--- src/hw/rtl/ffca_pkg.sv ---
// Shared types, constants and the sequencer control store of the first-fit capacity allocator.
package ffca_pkg;

	// Field widths fixed by the item formats.
	localparam int BIN_W  = 10;
	localparam int VAL_W  = 30;
	localparam int NB_W   = 11;
	localparam int DATA_W = 32;
	localparam int ADDR_W = 2;

	// Default bin count and the reset value of the bin-count register.
	localparam int            FFCA_MAX_BINS     = 1024;
	localparam logic [NB_W-1:0] NUM_BINS_RST    = 11'd1024;
	localparam logic [ADDR_W-1:0] REG_NUM_BINS  = 2'd0;

	// Opcode carried in the func field.
	localparam logic FUNC_LOAD    = 1'b0;
	localparam logic FUNC_REQUEST = 1'b1;

	// Sequencer steps.
	localparam int STEP_W = 3;
	localparam logic [STEP_W-1:0] ST_CLR  = 3'd0;
	localparam logic [STEP_W-1:0] ST_IDLE = 3'd1;
	localparam logic [STEP_W-1:0] ST_DISP = 3'd2;
	localparam logic [STEP_W-1:0] ST_CHK  = 3'd3;
	localparam logic [STEP_W-1:0] ST_DESC = 3'd4;
	localparam logic [STEP_W-1:0] ST_LEAF = 3'd5;
	localparam logic [STEP_W-1:0] ST_UPD  = 3'd6;
	localparam logic [STEP_W-1:0] ST_DONE = 3'd7;

	// Read address selects.
	localparam logic [2:0] RD_ROOT = 3'd0;
	localparam logic [2:0] RD_LEFT = 3'd1;
	localparam logic [2:0] RD_DESC = 3'd2;
	localparam logic [2:0] RD_VSIB = 3'd3;
	localparam logic [2:0] RD_PSIB = 3'd4;

	// Write selects.
	localparam logic [1:0] WR_ZERO = 2'd0;
	localparam logic [1:0] WR_LEAF = 2'd1;
	localparam logic [1:0] WR_PAR  = 2'd2;

	// Node register updates.
	localparam logic [2:0] V_HOLD  = 3'd0;
	localparam logic [2:0] V_INC   = 3'd1;
	localparam logic [2:0] V_START = 3'd2;
	localparam logic [2:0] V_DESC  = 3'd3;
	localparam logic [2:0] V_PAR   = 3'd4;

	// Jump conditions.
	localparam logic [2:0] C_ALWAYS  = 3'd0;
	localparam logic [2:0] C_CLR_END = 3'd1;
	localparam logic [2:0] C_TAKEN   = 3'd2;
	localparam logic [2:0] C_IS_REQ  = 3'd3;
	localparam logic [2:0] C_FIT     = 3'd4;
	localparam logic [2:0] C_LEAF    = 3'd5;
	localparam logic [2:0] C_ROOT    = 3'd6;
	localparam logic [2:0] C_OUT_OK  = 3'd7;

	// Datapath control word.
	typedef struct packed {
		logic       in_rdy;
		logic [2:0] rd_sel;
		logic       wr_en;
		logic [1:0] wr_sel;
		logic [2:0] v_sel;
		logic       found_ld;
		logic       leaf_ld;
		logic       emit;
	} ctl_t;

	// One microinstruction: actions plus a two-way jump.
	typedef struct packed {
		ctl_t              ctl;
		logic [2:0]        cond;
		logic [STEP_W-1:0] tgt;
		logic [STEP_W-1:0] alt;
	} uword_t;

	// Status flags from the datapath to the sequencer.
	typedef struct packed {
		logic clr_end;
		logic ok;
		logic is_req;
		logic fit;
		logic leaf;
		logic root;
	} stat_t;

	// Result fields ready for the output register.
	typedef struct packed {
		logic            found;
		logic [NB_W-1:0] bin_number;
	} res_t;

	// Control store: one word per step.
	function automatic uword_t ffca_urom(input logic [STEP_W-1:0] step);
		uword_t w;
		w = '0;
		unique case (step)
			ST_CLR: begin
				w.ctl.wr_en  = 1'b1;
				w.ctl.wr_sel = WR_ZERO;
				w.ctl.v_sel  = V_INC;
				w.cond       = C_CLR_END;
				w.tgt        = ST_IDLE;
				w.alt        = ST_CLR;
			end
			ST_IDLE: begin
				w.ctl.in_rdy = 1'b1;
				w.cond       = C_TAKEN;
				w.tgt        = ST_DISP;
				w.alt        = ST_IDLE;
			end
			ST_DISP: begin
				w.ctl.rd_sel = RD_ROOT;
				w.ctl.v_sel  = V_START;
				w.cond       = C_IS_REQ;
				w.tgt        = ST_CHK;
				w.alt        = ST_LEAF;
			end
			ST_CHK: begin
				w.ctl.rd_sel   = RD_LEFT;
				w.ctl.found_ld = 1'b1;
				w.cond         = C_FIT;
				w.tgt          = ST_DESC;
				w.alt          = ST_DONE;
			end
			ST_DESC: begin
				w.ctl.rd_sel = RD_DESC;
				w.ctl.v_sel  = V_DESC;
				w.cond       = C_LEAF;
				w.tgt        = ST_LEAF;
				w.alt        = ST_DESC;
			end
			ST_LEAF: begin
				w.ctl.wr_en   = 1'b1;
				w.ctl.wr_sel  = WR_LEAF;
				w.ctl.rd_sel  = RD_VSIB;
				w.ctl.leaf_ld = 1'b1;
				w.cond        = C_ALWAYS;
				w.tgt         = ST_UPD;
				w.alt         = ST_UPD;
			end
			ST_UPD: begin
				w.ctl.wr_en  = 1'b1;
				w.ctl.wr_sel = WR_PAR;
				w.ctl.rd_sel = RD_PSIB;
				w.ctl.v_sel  = V_PAR;
				w.cond       = C_ROOT;
				w.tgt        = ST_DONE;
				w.alt        = ST_UPD;
			end
			ST_DONE: begin
				w.ctl.emit = 1'b1;
				w.cond     = C_OUT_OK;
				w.tgt      = ST_IDLE;
				w.alt      = ST_DONE;
			end
		endcase
		return w;
	endfunction

endpackage

--- src/hw/rtl/ffca_useq.sv ---
// Microcoded sequencer: step counter, control store lookup and conditional jumps.
module ffca_useq import ffca_pkg::*; (
	input  logic  clk,
	input  logic  arst_n,
	input  logic  in_acc,
	input  logic  out_free,
	input  stat_t st,
	output ctl_t  ctl
);

	logic [STEP_W-1:0] step_q;
	uword_t            uw;
	logic              take;

	// Fetch the control word for the current step.
	assign uw  = ffca_urom(step_q);
	assign ctl = uw.ctl;

	// Evaluate the jump condition of this word.
	always_comb begin
		unique case (uw.cond)
			C_ALWAYS:  take = 1'b1;
			C_CLR_END: take = st.clr_end;
			C_TAKEN:   take = in_acc & st.ok;
			C_IS_REQ:  take = st.is_req;
			C_FIT:     take = st.fit;
			C_LEAF:    take = st.leaf;
			C_ROOT:    take = st.root;
			C_OUT_OK:  take = out_free | ~st.is_req;
		endcase
	end

	// Step counter; reset starts with the clearing sweep.
	always_ff @(posedge clk or negedge arst_n) begin
		if (!arst_n) begin
			step_q <= ST_CLR;
		end else begin
			step_q <= take ? uw.tgt : uw.alt;
		end
	end

endmodule

--- config.mk ---
export PLATFORM = sky130hd
export DESIGN_NAME = ffca_useq
export DESIGN_NICKNAME = d
export VERILOG_FILES = /design/src/hw/rtl/ffca_pkg.sv /design/src/hw/rtl/ffca_useq.sv
export SDC_FILE = /design/constraint.sdc
export NUM_CORES = 1
export LEC_CHECK = 0
export ABC_CLOCK_PERIOD_IN_PS = 1200
export BUFFER_PORTS_ARGS = -buffer_cell sky130_fd_sc_hd__buf_2
export CAP_MARGIN = 30
export CORE_AREA = 2 2 39 41
export CTS_CLUSTER_SIZE = 24
export DETAILED_ROUTE_END_ITERATION = 16
export DIE_AREA = 0 0 41 43
export GPL_TIMING_DRIVEN = 0
export SYNTH_ARGS = -nofsm -noshare
export SYNTH_HDL_FRONTEND = slang
export SYNTH_SLANG_ARGS = --single-unit
--- constraint.sdc ---
create_clock -name clk -period 1.2 [get_ports clk]
set_input_delay 0.06 -clock clk [delete_from_list [all_inputs] [get_ports clk]]
set_output_delay 0.06 -clock clk [all_outputs]
set_load 0.02 [all_outputs]
==> flow_summary.toml, run 1 <==
[placement]
io_buffer_count = 22
finalWeightedCongestion = 0.745
hpwl_um = 571
pre_cts_ws_ns = 0.101

[route]
vias = 389
drtIter0Drc = 1
routed_wl_um = 931
drc = 0
drtAntennaViolNets = 0
wl_per_cell_um = 10.6
via_per_inst = 4.42
drt-pass1-iter-count = 2

[worst_setup_path]
crit_chain = "and2b_4 -> and2_4 -> o21bai_1 -> buf_4"
crit_type = "flip-flop to output port"
cp.arrival_ns = 1.25
path_max_fanout = 3
start_kind = "flip-flop"
crit_path_top_delay_cell = "dfrtp_1"
cpPeakStageDelay_ns = 0.39
worstPathRequired_ns = 1.14
end_kind = "output port"

[sta]
holdWs_ns = 0.144
tns_ns = -0.430
rsz0062_at_grt = "yes"
slew_violations = 0
finalCriticalPeriod_ns = 1.31
final.period_utilization = 1.09
setup_violations = 8
timing.fmax_mhz = 761
tightest_slew_ns = 0.163
slew-limit-headroom = 0.891
hold_viol = 0
skew_ns = 0.00362
finalWorstSetupSlack_ns = -0.113

[floorplanning]
io_pins = 23
initial_utilization = 0.227
die_width_um = 41
row_count = 14
die_area_sq_um = 1760
coreArea_sq_um = 1380
dieHeight_um = 43

[grt]
grt_overflow = 0
grt_pass1_wl_um = 1440
grt_max_degree = 11
antenna_found_initial = 0
grt_util_all_layers = 0.123
grt_pass1_vias = 380

[synth]
syn-cell-area_sq_um = 314
synthArstFlopShare = 1.00
synth_cell_type_count = 23
synth_edf_count = 0
ys_seq_elements = 3
yosys_most_used_dff = "dfrtp_1"
syn_avg_cell_area_sq_um = 8.05
yosysTopAreaCell = "dfrtp_1"
synth_cells = 39
ys_seq_area_frac = 0.239
ys_warn_count = 0
yosys.area.top_type_share = 0.239
yosys.cell_count.top_type = "nor2_1"
syn_nets = 49
synthTopCellsByArea = "dfrtp_1 (24%), buf_4 (7.2%), buf_6 (7.2%)"
synth_commonest_cells = "nor2_1 (6), a21oi_1 (3), buf_4 (3), dfrtp_1 (3), nand2_1 (3)"

[job]
max_cap_viol_count = 0

[power]
ir_drop_v = 0.00116
p_leak_nw = 0.321
power-per-cell-area_nw_per_um2 = 3360

[clocking]
cts_buffer_depth = 2
cts_tree = "done"
cts_made_buffers = 3
clock_latency_ns = 0.23
cts.htree.levels = 1
path_clk_slew_ns = 0.04
clockRootBuffer = "clkbuf_4"
clkSinkCount = 3

[finish]
layout-drive-gt1-share = 0.694
syn_to_final_growth_pct = 114
top_regs = "step_q x3"
top_register = "step_q"
diodes = 0
largest_reg_flops = 3
nNetsFinal = 83

[run_status]
violations = "negative setup slack"
status = "complete, but fails checks"

[worst_hold_path]
hold_class = "input pin to flip-flop"
worst paths after layout:
kind | from | endpoint | slack (ns) | depth (start not counted)
worst min-delay path | st[0] | step_q[0] | 0.14 | 3
max in group asynchronous | arst_n | step_q[2] | 0.94 | 2
worst max-delay path | step_q[1] | ctl[8] | -0.11 | 4
min in group asynchronous | arst_n | step_q[0] | 0.15 | 2
worst min register to register | step_q[1] | step_q[1] | 0.72 | 3
worst max register to register | step_q[1] | step_q[0] | 0.01 | 6
cell usage in the layout (no fill, tap or decap):
master and instances:
o221ai_2 1, nor2_2 1, o22ai_1 1, nor2_1 3, nand2_4 3, o21bai_1 1
o22a_1 1, buf_4 8, and2b_4 1, dlygate4sd3_1 1, and2_4 1, xor2_4 1
o21ai_2 1, clkbuf_1 1, and2_1 1, clkbuf_4 3, nor2b_1 1, buf_2 12
a21oi_1 3, o21ai_1 2, nand2b_1 2, and3_4 1, mux2_1 1, a21oi_4 1
and2b_1 1, dfrtp_1 3, buf_6 14, nor2_4 2
power by group:
group	switching, W	total (W)	internal, W
sequential	0.0000414	0.000195	0.000154
combinational	0.000926	0.00189	0.000960
clock	0.0000532	0.000178	0.000125
total	0.00102	0.00226	0.00124
timing repair:
action | 4_1_cts | 5_1_grt
gates resized for setup | 27 | 12
hold buffers | 1 | 0
pin swaps | 4 | 3
endpoints found under the hold margin | 3 | 0
buffers inserted | 6 | 0
setup endpoints to repair | 10 | 13
routing by layer:
layer	track usage	wire length, um
met1	0.117	341
met2	0.197	533
met3	0.0471	56
met4	0.0933	0
met5	0	0
through the flow:
step	power [W]	instances	area (sq um)	utilization
2_1_floorplan	0.00112	39	317	-
3_3_place_gp	0.00142	77	447	0.323
3_5_place_dp	0.00143	77	447	0.323
4_1_cts	0.00209	88	621	0.448
5_1_grt	0.00243	88	672	0.486
6_report	0.00226	88	672	0.486
layout make-up:
cell class / count / area (sq um)
buffer: 6 / 56.3
clock buffer: 4 / 26.3
fill: 143 / 712
multi-input combinational: 30 / 263
sequential: 3 / 75.1
tap: 16 / 20.0
timing repair buffer: 29 / 231
logic make-up after synthesis:
logic type,synth area share
and+or+nand+nor,0.291
xor gates and xnor gates,0.0518
DFF,0.239
buffers and inverters,0.159
AOI/OAI and AO/OA,0.223
muxes,0.0359
worst max-delay path, delay by kind of cell (launching register included):
family / cells / cell delay, ns
DFF: 1 / 0.39
and+or+nand+nor: 2 / 0.39
buffers and inverters: 1 / 0.15
AOI/OAI and AO/OA: 1 / 0.10
Note: power is estimated with default switching activity, not from simulation.
==> run 2, diff against run 1 <==
--- a/config.mk
+++ b/config.mk
@@ -5,6 +5,7 @@
 export SDC_FILE = /design/constraint.sdc
 export NUM_CORES = 1
 export LEC_CHECK = 0
+export ABC_AREA = 1
 export ABC_CLOCK_PERIOD_IN_PS = 1200
 export BUFFER_PORTS_ARGS = -buffer_cell sky130_fd_sc_hd__buf_2
 export CAP_MARGIN = 30
==> run 2 against run 1 <==
Against the previous run: the flow still finishes with violations (negative setup slack); count of clock-buffer cells in the layout unchanged; die area did not move; total power grew 20%; critical path type unchanged; largest cell class unchanged; largest power group unchanged; critical path depth is 2 higher; clock power down 4%; maximum frequency rose by 0.23%; final cell count up 28%; highest routed layer unchanged; setup slack better by 0.0030 ns.
==> flow_summary.toml, run 2 <==
[placement]
finalWeightedCongestion = 0.811
hpwl_um = 753
post_dp_cell_area_sq_um = 520
io_buffer_count = 22

[finish]
final_common_cell = "buf_4"
top_regs = "step_q x3"
most-common-layout-cells = "buf_4 (15), buf_6 (13), nand2_2 (10), buf_2 (10), nor2_4 (8)"
nNetsFinal = 108
syn_to_final_growth_pct = 129
layout-drive-gt1-share = 0.763
regArea_sq_um = 77.6
largest_reg_flops = 3
fin_util = 0.569
multi_input_area_sq_um = 304
top_register = "step_q"
final_cell_area_sq_um = 787
diodes = 0
fillers = 130

[synth]
ys_seq_area_frac = 0.218
syn_nets = 68
synth_commonest_cells = "nand2_1 (17), nand3_1 (9), inv_1 (8), nor2_2 (4)"
ys_seq_elements = 3
syn-cell-area_sq_um = 344
yosysTopAreaCell = "dfrtp_1"
syn_avg_cell_area_sq_um = 5.93
yosys.area.top_type_share = 0.218
synthTopCellsByArea = "dfrtp_1 (22%), nand2_1 (19%), nand3_1 (13%)"
yosys_most_used_dff = "dfrtp_1"
yosys.cell_count.top_type = "nand2_1"
synth_cell_type_count = 15
ys_warn_count = 0
synthArstFlopShare = 1.00
synth_cells = 58
synth_edf_count = 0

[sta]
rsz0062_at_grt = "yes"
finalWorstSetupSlack_ns = -0.110
skew_ns = 0.000273
setup_violations = 10
tightest_slew_ns = 0.231
finalCriticalPeriod_ns = 1.31
timing.fmax_mhz = 763
slew-limit-headroom = 0.846
slew_violations = 0
final.period_utilization = 1.09
hold_viol = 0

[worst_setup_path]
start_kind = "flip-flop"
worstPathRequired_ns = 1.14
cp.arrival_ns = 1.25
end_kind = "output port"
crit_type = "flip-flop to output port"
path_max_fanout = 8

[clocking]
cts.htree.levels = 1
cts_made_buffers = 3
clockRootBuffer = "clkbuf_4"
clock_latency_ns = 0.22
path_clk_slew_ns = 0.04
cts_buffer_depth = 2
cts_tree = "done"
clkSinkCount = 3

[floorplanning]
die_width_um = 41
coreArea_sq_um = 1380
initial_utilization = 0.249
row_count = 14
die_area_sq_um = 1760
dieHeight_um = 43
io_pins = 23

[power]
power-per-cell-area_nw_per_um2 = 3450
p_leak_nw = 0.422
ir_drop_v = 0.00162

[route]
via_per_inst = 4.42
vias = 500
drtAntennaViolNets = 0
drt-pass1-iter-count = 4
wl_per_cell_um = 11.0
drtIter0Drc = 6
routed_wl_um = 1240
drc = 0

[grt]
grt_max_degree = 9
antenna_found_initial = 0
grt_pass1_wl_um = 1860
grt_overflow = 0
grt_pass1_vias = 479
grt_util_all_layers = 0.149

[run_status]
status = "complete, but fails checks"
violations = "negative setup slack"

[worst_hold_path]
hold_class = "input pin to asynchronous set/reset pin"

[job]
max_cap_viol_count = 0
==> run 2: cell count changes after synthesis, sizes merged, moves of 3 or more <==
cell / before / now
nand3: 0 / 9
a21oi: 4 / 1
inv: 0 / 10
nand2: 3 / 19
nor2: 6 / 9
==> run 2: worst paths after layout <==
kind | end | cells after the start | slack [ns] | startpoint
worst max-delay path | ctl[8] | 6 | -0.11 | step_q[1]
worst max register to register | step_q[0] | 10 | -0.11 | step_q[1]
min in group clk | step_q[2] | 6 | 0.25 | st[0]
worst min register to register | step_q[0] | 4 | 0.75 | step_q[2]
worst min-delay path | step_q[0] | 2 | 0.19 | arst_n
max in group asynchronous | step_q[2] | 2 | 0.89 | arst_n
==> run 2: timing repair <==
action,in CTS,in global routing
endpoints found under the hold margin,3,0
setup buffers,10,2
setup endpoints to repair,11,14
pin swaps,10,5
hold buffers,1,0
resized for setup,23,22
==> run 2: cells by family (layout without fill, tap and decap cells) <==
| group | after synthesis | in the layout | share of synthesized area |
|---|---|---|---|
| DFF | 3 | 3 | 0.218 |
| buffers and inverters | 14 | 53 | 0.189 |
| and+or+nand+nor | 38 | 38 | 0.542 |
| AOI/OAI and AO/OA | 3 | 3 | 0.0509 |
==> run 2: area by class of cell <==
| cell class | count | area share |
|---|---|---|
| Sequential cell | 3 | 0.0986 |
| Inverter | 10 | 0.0509 |
| Buffer | 4 | 0.0525 |
| Multi-Input combinational cell | 41 | 0.386 |
| Clock buffer | 4 | 0.0334 |
| Timing Repair Buffer | 35 | 0.353 |
| Tap cell | 16 | 0.0254 |
==> run 2: critical path, stage by stage, from the launching register on <==
cell     delay, ns
dfrtp_1       0.36
buf_6         0.15
nor2_4        0.14
inv_2         0.06
nand2_2       0.06
o21a_1        0.13
buf_6         0.11
==> run 2: layer usage <==
metal | share of wire | GRT usage | up-vias
li1 | - | - | 258
met1 | 0.38 | 0.179 | 229
met2 | 0.57 | 0.263 | 13
met3 | 0.046 | 0.0157 | 0
met4 | 0 | 0.0400 | 0
met5 | 0 | 0 | -
==> run 2: power by group <==
group / leakage [nW] / total [W] / internal [W] / switching [W]
Sequential: 0.0317 / 0.000279 / 0.000164 / 0.000114
Combinational: 0.375 / 0.00227 / 0.00108 / 0.00118
Clock: 0.0150 / 0.000170 / 0.000124 / 0.0000456
==> run 2: stage by stage <==
stage / instances / setup TNS (ns) / power [W] / hold slack, ns / setup slack [ns]
global route: 113 / -1.31 / 0.00289 / 0.180 / -0.169
floorplan: 58 / -0.0111 / 0.00138 / -0.236 / -0.0111
global placement: 96 / -0.264 / 0.00171 / -0.146 / -0.126
finish: 113 / -0.621 / 0.00271 / 0.186 / -0.110
CTS: 111 / -0.517 / 0.00245 / 0.153 / -0.0893
detailed placement: 96 / -0.292 / 0.00173 / -0.143 / -0.139
==> run 3, diff against run 2 <==
--- a/config.mk
+++ b/config.mk
@@ -5,14 +5,13 @@
 export SDC_FILE = /design/constraint.sdc
 export NUM_CORES = 1
 export LEC_CHECK = 0
-export ABC_AREA = 1
-export ABC_CLOCK_PERIOD_IN_PS = 1200
+export ABC_CLOCK_PERIOD_IN_PS = 1080
 export BUFFER_PORTS_ARGS = -buffer_cell sky130_fd_sc_hd__buf_2
 export CAP_MARGIN = 30
-export CORE_AREA = 2 2 39 41
+export CORE_AREA = 3 3 40 42
 export CTS_CLUSTER_SIZE = 24
 export DETAILED_ROUTE_END_ITERATION = 16
-export DIE_AREA = 0 0 41 43
+export DIE_AREA = 0 0 43 45
 export GPL_TIMING_DRIVEN = 0
 export SYNTH_ARGS = -nofsm -noshare
 export SYNTH_HDL_FRONTEND = slang
==> constraint.sdc (replaced) <==
create_clock -name clk -period 1.08 [get_ports clk]
set_input_delay 0.054 -clock clk [delete_from_list [all_inputs] [get_ports clk]]
set_output_delay 0.054 -clock clk [all_outputs]
set_load 0.02 [all_outputs]
==> run 3 against run 2 <==
Against the previous run: sequential share of layout area is 0.62 points higher; final cell count is 21% lower; highest routed layer is now met4; routed wire length is 17% lower; global-route usage is 2.8 points lower; the flow still finishes with violations (negative setup slack); hold slack worse by 0.045 ns; utilization is 0.20 points lower; total power is 3.0% higher; via count is 20% lower.
==> flow_summary.toml, run 3 (synthesis gave the netlist of run 1 again) <==
[placement]
io_buffer_count = 22
hpwl_um = 617
finalWeightedCongestion = 0.735
pre_cts_ws_ns = -0.0379

[clocking]
cts_buffer_depth = 2
path_clk_slew_ns = 0.04
cts_made_buffers = 3
clock_latency_ns = 0.24
clkSinkCount = 3
cts.htree.levels = 1
cts_tree = "done"
clockRootBuffer = "clkbuf_4"

[finish]
top_regs = "step_q x3"
final_common_cell = "buf_6"
diodes = 0
layout-drive-gt1-share = 0.770
largest_reg_flops = 3
fin_util = 0.567
syn_to_final_growth_pct = 132
nNetsFinal = 85
top_register = "step_q"
most-common-layout-cells = "buf_6 (17), buf_4 (10), buf_2 (9)"

[sta]
rsz0062_at_grt = "yes"
timing.fmax_mhz = 760
hold_viol = 0
finalCriticalPeriod_ns = 1.32
slew_violations = 0
skew_ns = 0.00308
slew-limit-headroom = 0.886
holdWs_ns = 0.141
setup_violations = 14
tightest_slew_ns = 0.171
final.period_utilization = 1.22
finalWorstSetupSlack_ns = -0.235

[floorplanning]
die_width_um = 43
io_pins = 23
die_area_sq_um = 1940
initial_utilization = 0.244
dieHeight_um = 45
coreArea_sq_um = 1280
row_count = 13

[worst_setup_path]
cp.arrival_ns = 1.26
start_kind = "flip-flop"
worstPathRequired_ns = 1.03
path_max_fanout = 4
crit_type = "flip-flop to output port"
end_kind = "output port"

[route]
via_per_inst = 4.47
drc = 0
routed_wl_um = 1030
drtIter0Drc = 1
vias = 398
drtAntennaViolNets = 0
drt-pass1-iter-count = 2
wl_per_cell_um = 11.6

[power]
ir_drop_v = 0.00124
p_leak_nw = 0.337
power-per-cell-area_nw_per_um2 = 3840

[job]
max_cap_viol_count = 0

[grt]
grt_util_all_layers = 0.121
grt_max_degree = 11
grt_pass1_vias = 403
antenna_found_initial = 0
grt_pass1_wl_um = 1680
grt_overflow = 0

[run_status]
status = "complete, but fails checks"
violations = "negative setup slack"

[worst_hold_path]
hold_class = "input pin to asynchronous set/reset pin"
==> run 3: layout make-up <==
| class | count | area (sq um) |
|---|---|---|
| Tap cell | 15 | 18.8 |
| Fill cell | 121 | 557 |
| Buffer | 6 | 56.3 |
| Clock buffer | 4 | 26.3 |
| Timing Repair Buffer | 31 | 265 |
| Multi-Input combinational cell | 30 | 285 |
| Sequential cell | 3 | 76.3 |
==> run 3: final timing paths <==
check | start | end | slack [ns] | cells past startpoint
min in group clk | out_free | step_q[2] | 0.15 | 4
setup reg to reg | step_q[2] | step_q[0] | -0.17 | 5
setup / recovery | step_q[2] | ctl[4] | -0.24 | 4
max in group asynchronous | arst_n | step_q[0] | 0.82 | 2
hold / removal | arst_n | step_q[1] | 0.14 | 2
hold reg to reg | step_q[0] | step_q[1] | 0.63 | 2
==> run 3: layer usage <==
| layer | part of all wire | track usage | wire length, um | vias up |
|---|---|---|---|---|
| li1 | - | - | - | 198 |
| met1 | 0.35 | 0.123 | 366 | 182 |
| met2 | 0.56 | 0.225 | 580 | 16 |
| met3 | 0.072 | 0.0279 | 74 | 2 |
| met4 | 0.0097 | 0.0723 | 10 | 0 |
| met5 | 0 | 0 | 0 | - |
==> run 3: critical path: stages, from the launching register on <==
cell and delay (ns):
dfrtp_1 0.39, buf_6 0.15, xor2_4 0.19, and2b_1 0.17
buf_6 0.12
==> run 3: repair_timing <==
action / CTS / global route
hold endpoints to repair: 3 / 0
setup endpoints to repair: 14 / 15
hold buffers: 1 / 0
setup buffers: 8 / 0
cloned: 0 / 0
pin swaps: 8 / 3
resized for setup: 38 / 11
==> run 3: power breakdown <==
part	leakage (nW)	internal, W	switching (W)	total, W
clock	0.0150	0.000139	0.0000605	0.000199
combinational	0.289	0.00125	0.00111	0.00236
sequential	0.0334	0.000175	0.0000582	0.000233
total	0.337	0.00156	0.00123	0.00280
==> run 3: stage by stage <==
stage          power (W)  TNS (ns)  area (sq um)  std cells
2_1_floorplan    0.00129         0           325         39
3_3_place_gp     0.00162   -0.0777           454         76
3_5_place_dp     0.00163    -0.124           454         76
4_1_cts          0.00264     -2.15           694         89
5_1_grt          0.00298     -2.79           728         89
6_report         0.00280     -2.08           728         89
